## src/rtl/impedance_ratio_mag_phase_defines.svh

```systemverilog
// Assertion macros for the impedance ratio block.
`ifndef IMPEDANCE_RATIO_MAG_PHASE_DEFINES_SVH
`define IMPEDANCE_RATIO_MAG_PHASE_DEFINES_SVH
// implication checked every clock outside reset
`define IRMP_ASSERT_IMP(label, ante, cons, msg) \
    label: assert property (@(posedge aclk) disable iff (!aresetn) (ante) |-> (cons)) \
        else $error(msg);
// next-cycle implication checked outside reset
`define IRMP_ASSERT_NEXT(label, ante, cons, msg) \
    label: assert property (@(posedge aclk) disable iff (!aresetn) (ante) |=> (cons)) \
        else $error(msg);
`endif

```

## src/rtl/irmp_divider.sv

```systemverilog
// Restoring divider, one quotient bit per cycle.
`timescale 1ns / 1ps
module irmp_divider #(
    parameter int NW = 64,
    parameter int DW = 48
) (
    input  logic aclk,
    input  logic start,
    input  logic [NW-1:0] num,
    input  logic [DW-1:0] den,
    output logic [NW-1:0] quo,
    output logic done
);
    localparam int CW = $clog2(NW + 1);
    logic [NW-1:0] q_reg;
    logic [DW:0] r_reg;
    logic [DW-1:0] d_reg;
    logic [CW-1:0] cnt_reg;
    logic [DW:0] trial;

    assign trial = {r_reg[DW-1:0], q_reg[NW-1]};

    always_ff @(posedge aclk) begin
        if (start) begin
            q_reg <= num;
            r_reg <= '0;
            d_reg <= den;
            cnt_reg <= CW'(NW);
        end else if (cnt_reg != '0) begin
            cnt_reg <= cnt_reg - 1'b1;
            if (trial >= {1'b0, d_reg}) begin
                r_reg <= trial - {1'b0, d_reg};
                q_reg <= {q_reg[NW-2:0], 1'b1};
            end else begin
                r_reg <= trial;
                q_reg <= {q_reg[NW-2:0], 1'b0};
            end
        end
    end
    assign quo = q_reg;
    assign done = (cnt_reg == '0);
endmodule
```

## config.mk

```make
export PLATFORM = sky130hd
export DESIGN_NAME = irmp_divider
export DESIGN_NICKNAME = d
export VERILOG_FILES = /design/src/rtl/impedance_ratio_mag_phase_defines.svh /design/src/rtl/irmp_divider.sv
export SDC_FILE = /design/constraint.sdc
export NUM_CORES = 1
export LEC_CHECK = 0
export BUFFER_PORTS_ARGS = -buffer_cell sky130_fd_sc_hd__buf_2
export CAP_MARGIN = 5
export CELL_PAD_IN_SITES_DETAIL_PLACEMENT = 0
export CELL_PAD_IN_SITES_GLOBAL_PLACEMENT = 1
export CORE_ASPECT_RATIO = 1.75
export CORE_MARGIN = 3
export CORE_UTILIZATION = 44
export DETAILED_ROUTE_END_ITERATION = 10
export PLACE_DENSITY_LB_ADDON = 0.1
export RECOVER_POWER = 100
export SLEW_MARGIN = 20
export SYNTH_ARGS = -nofsm -noshare
export SYNTH_HDL_FRONTEND = slang
export SYNTH_SLANG_ARGS = --single-unit
```

## constraint.sdc

```tcl
create_clock -name aclk -period 4.1 [get_ports aclk]
set_input_delay 0.41 -clock aclk [delete_from_list [all_inputs] [get_ports aclk]]
set_output_delay 0.41 -clock aclk [all_outputs]
set_load 0.1 [all_outputs]
```

==> Word-level counts from Yosys, hierarchy flattened <==
Cells that the tools add are included.
{ "word_totals": {"regBits": 167, "inputBits": 114, "output_inout_bits": 65, "word_cells": 14} }
{ "op_classes": {"addsub": 2, "n_lt_le_gt_ge": 1, "n_mux": 4, "n_reduce_logical": 3} }
{ "op_table": {"columns": ["op", "count"], "rows": [
  ["$mux 64", 2],
  ["$ge 49x48->1", 1],
  ["$mux 48", 1],
  ["$sub 48x48->48", 1],
  ["$logic_not 7->1", 1],
  ["$reduce_bool 7->1", 1],
  ["$sub 7x1->7 const B", 1],
  ["$reduce_bool 2->1", 1],
  ["$mux 1", 1]
]} }

==> Logic depth before layout (Yosys ltp) <==
{ "depth": {"depth_word": 4, "ltp_mapped": 15, "depth_no_buf": 13} }

==> Least setup slack after synthesis <==
No wires, ideal clock.
{ "synth_path": {"path_type": "register to register", "startpoint": "reg q_reg[63], in the netlist quo[63]", "endpoint": "reg r_reg[44]", "setup_time_ps": 60, "arrival_time_ps": 3592, "required_ps": 4040, "slack_ps": 448, "path_stages_with_launch": 14, "path_buffers": 0, "synth_period_minus_slack_ps": 3652, "path_cell_list": "edfxtp_1 -> inv_1 -> ha_1 -> fa_1 -> nand2b_1 -> a21oi_1 -> o41a_1 -> a41oi_1 -> a2111oi_2 -> or2_4 -> a21oi_4 -> o41ai_4 -> mux2i_1 -> o221a_1"} }
{ "synth_between": {"elab_chain_cells": 2, "word_cells_on_any_way": 3, "classes_between": "1 x add/sub; 1 x order compare; 1 x mux"} }
{ "synth_lines": {"columns": ["item", "line_no", "rtl"], "rows": [
  ["start: declaration", "irmp_divider.sv:15", "logic [NW-1:0] q_reg;"],
  ["start signal: assignment", "irmp_divider.sv:25", "q_reg <= num;"],
  ["start signal: assignment", "irmp_divider.sv:33", "q_reg <= {q_reg[NW-2:0], 1'b1};"],
  ["start signal: assignment", "irmp_divider.sv:36", "q_reg <= {q_reg[NW-2:0], 1'b0};"],
  ["$sub 48x48->48 / $ge 49x48->1 (equally long branches)", "irmp_divider.sv:32, irmp_divider.sv:31", null],
  ["$mux 48 *", "irmp_divider.sv:31", "if (trial >= {1'b0, d_reg}) begin"],
  ["end signal: assignment", "irmp_divider.sv:32", "r_reg <= trial - {1'b0, d_reg};"],
  ["end signal: assignment", "irmp_divider.sv:35", "r_reg <= trial;"],
  ["end: declaration", "irmp_divider.sv:16", "logic [DW:0] r_reg;"]
]} }
Mark *: on every way between the ends. The rest lies on a longest branch, timed or not.
A chain may end at the register's enable or synchronous reset.

==> Worst setup path in the final report <==
{ "layout_path": {"startpoint": "reg d_reg[11]", "endpoint": "reg r_reg[35]"} }
{ "layout_between": {"elab_chain_cells": 2, "word_cells_on_any_way": 3, "classes_between": "1 x add/sub; 1 x order compare; 1 x mux"} }
{ "layout_lines": {"columns": ["item", "line_no", "rtl"], "rows": [
  ["start: declaration", "irmp_divider.sv:17", "logic [DW-1:0] d_reg;"],
  ["start signal: assignment", "irmp_divider.sv:27", "d_reg <= den;"],
  ["$sub 48x48->48 / $ge 49x48->1 (equally long branches)", "irmp_divider.sv:32, irmp_divider.sv:31", null],
  ["$mux 48 *", "irmp_divider.sv:31", null]
]} }
Marks and branches as above.

==> flow_summary.json <==
{
  "worst_pin_slew_ns": 2.35,
  "leakagePower_nw": 4.79,
  "grt_pass1_wl_mm": 40.6,
  "largest_reg_flops": 64,
  "grt.overflow.total": 0,
  "total_power_mw": 8.05,
  "cts_setup_buffers": 0,
  "drc": 0,
  "clock_path_buffers": 2,
  "slew_headroom": -0.564,
  "h-tree-depth": 4,
  "dr.pass1.iters": 4,
  "wl_per_cell_um": 17.8,
  "synth_top_family_by_area": "compound AO/OA/AOI/OAI gates",
  "rsz0062_at_grt": "no",
  "finalSetupTns_ns": 0,
  "fin_crit_ns": 3.51,
  "syn_inst": 935,
  "crit_required_ns": 4.30,
  "violations": "max-capacitance violations, max-slew violations",
  "powerDensity_nw_per_um2": 715,
  "num_rows": 70,
  "max_freq_mhz": 285,
  "hp-class": "input pin to flip-flop",
  "syn_area_per_cell_um2": 10.2,
  "synthFlopType": "edfxtp_1",
  "clk_pin_slew_ns": 0.07,
  "n_antenna_cell": 0,
  "numClockSinks": 167,
  "cts_root_buffer": "clkbuf_16",
  "synthMuxAreaShare": 0.0879,
  "synth-seq-area-share": 0.467,
  "die_area_um2": 23600,
  "cp-end-kind": "flip-flop",
  "async_flop_share": 0,
  "cts_tree": "done",
  "cts_hold_buf": 0,
  "initial_core_util": 0.453,
  "fill_cells": 2064,
  "port_buffers": 178,
  "crit_fanout": 32,
  "synthDistinctLibCells": 68,
  "multiInputGateArea_um2": 4600,
  "io_pins": 179,
  "slew_violations": 94,
  "synth_nets": 1100,
  "track_usage": 0.214,
  "drive_above_1_share": 0.205,
  "drtIter0Drc": 366,
  "postRouteAntennaNets": 0,
  "worstSkewPairLatency_ns": 0.44,
  "seq_area_um2": 4460,
  "ys_warn_count": 0,
  "finClkSkew_ns": 0.0107,
  "dp_slack_ns": 0.719,
  "grt_pass1_vias": 7933,
  "cts_resized": 0,
  "criticalPathCategory": "flip-flop to flip-flop",
  "vias_per_cell": 5.44,
  "arrival_ns": 3.71,
  "fp.dieH_um": 201,
  "wirelength_mm": 24.8,
  "vdd_drop_max_mv": 0.454,
  "grt_max_degree": 65,
  "hold_viol": 0,
  "core_um2": 21100,
  "max-cap-violations": 2,
  "synth_area_um2": 9560,
  "via_count": 7577,
  "hold_slack_ns": 0.150,
  "antenna_found_initial": 0,
  "finalNetCount": 1258,
  "status": "complete, but fails checks",
  "synth_compound_area_frac": 0.171,
  "synth_adder_area_share": 0.0675,
  "finalCritPeriodShare": 0.856,
  "fin_ws_ns": 0.590,
  "synth_xor_area_frac": 0.0421,
  "gp_congestion": 0.865,
  "startpoint_type": "flip-flop",
  "synth_edf_count": 112,
  "dp.final_hpwl_mm": 18.7,
  "numCtsBuffers": 17,
  "area_delta_synth_final_pct": 17.7,
  "synthSimpleGateAreaFrac": 0.113,
  "synth-seq-cells": 167,
  "finalSetupViolations": 0,
  "die_w_um": 117
}
[stage by stage]
step | util | std cells | area, um^2
floorplan | - | 935 | 9560
global placement | 0.508 | 1362 | 10700
detailed placement | 0.508 | 1362 | 10700
CTS | 0.539 | 1394 | 11400
global route | 0.533 | 1394 | 11200
finish | 0.533 | 1394 | 11200
[Yosys cell counts, types with 25 or more instances]
cell type / instances / area (um^2)
o21ai_0: 41 / 205
xnor2_1: 26 / 228
dfxtp_1: 55 / 1100
ha_1: 50 / 626
edfxtp_1: 112 / 3360
a21oi_1: 77 / 385
a21o_1: 25 / 188
clkbuf_1: 34 / 128
inv_1: 71 / 267
nor2_1: 77 / 289
mux2_2: 64 / 721
a211oi_1: 25 / 188
nand2_1: 60 / 225
[layout by cell type, fill, tap and decap left out, drive strengths merged, types with 17 or more instances in the layout]
cell type,count
buf,117
edfxtp,112
clkbuf,90
a21oi,78
nor2,77
inv,75
mux2,64
nand2,62
dfxtp,55
ha,50
o21ai,42
xnor2,26
a21o,25
a211oi,25
xor2,20
nor3,17
[path summary, 6_finish.rpt]
kind	from	to	slack, ns	cells past startpoint
max	d_reg[11]	r_reg[35]	0.59	11
min	den[36]	d_reg[36]	0.15	1
max reg2reg	d_reg[11]	r_reg[35]	0.59	11
min reg2reg	r_reg[10]	r_reg[10]	0.48	2
[cells by family after synthesis]
logic type,count (synthesis)
AOI/OAI and AO/OA,246
buffers and inverters,121
muxes,76
and+or+nand+nor,228
xor gates and xnor gates,46
adders and majority gates,51
DFF,167
[power by group]
part / switching, mW / leakage (nW) / internal (mW)
clock: 0.708 / 0.327 / 1.08
combinational: 2.62 / 2.87 / 1.19
sequential: 0.241 / 1.60 / 2.21
total: 3.57 / 4.79 / 4.48
[layer usage]
layer | wire, um | GRT usage | vias to the layer above
met5 | 0 | 0 | -
met2 | 13600 | 0.403 | 183
met3 | 1230 | 0.0510 | 39
met4 | 693 | 0.0826 | 0
li1 | - | - | 3729
met1 | 9310 | 0.228 | 3626
[cell type report]
cell class,count,share of cell area
inverter,72,0.0240
sequential,167,0.397
clock inverter,13,0.0169
timing repair buffer,188,0.0797
clock buffer,19,0.0413
tap,288,0.0320
multi-input combinational,647,0.409
[worst max-delay path, stage by stage, from the launching register on]
cell and delay [ns]:
edfxtp_1 0.32, inv_1 0.04, ha_1 0.38, nand3_1 0.18, or3_1 0.41, a21oi_1 0.22
o211ai_1 0.18, a31oi_1 0.36, a41o_2 0.60, buf_12 0.26, mux2i_1 0.22, a211oi_1 0.09
Power figures use the tool's default switching activity.
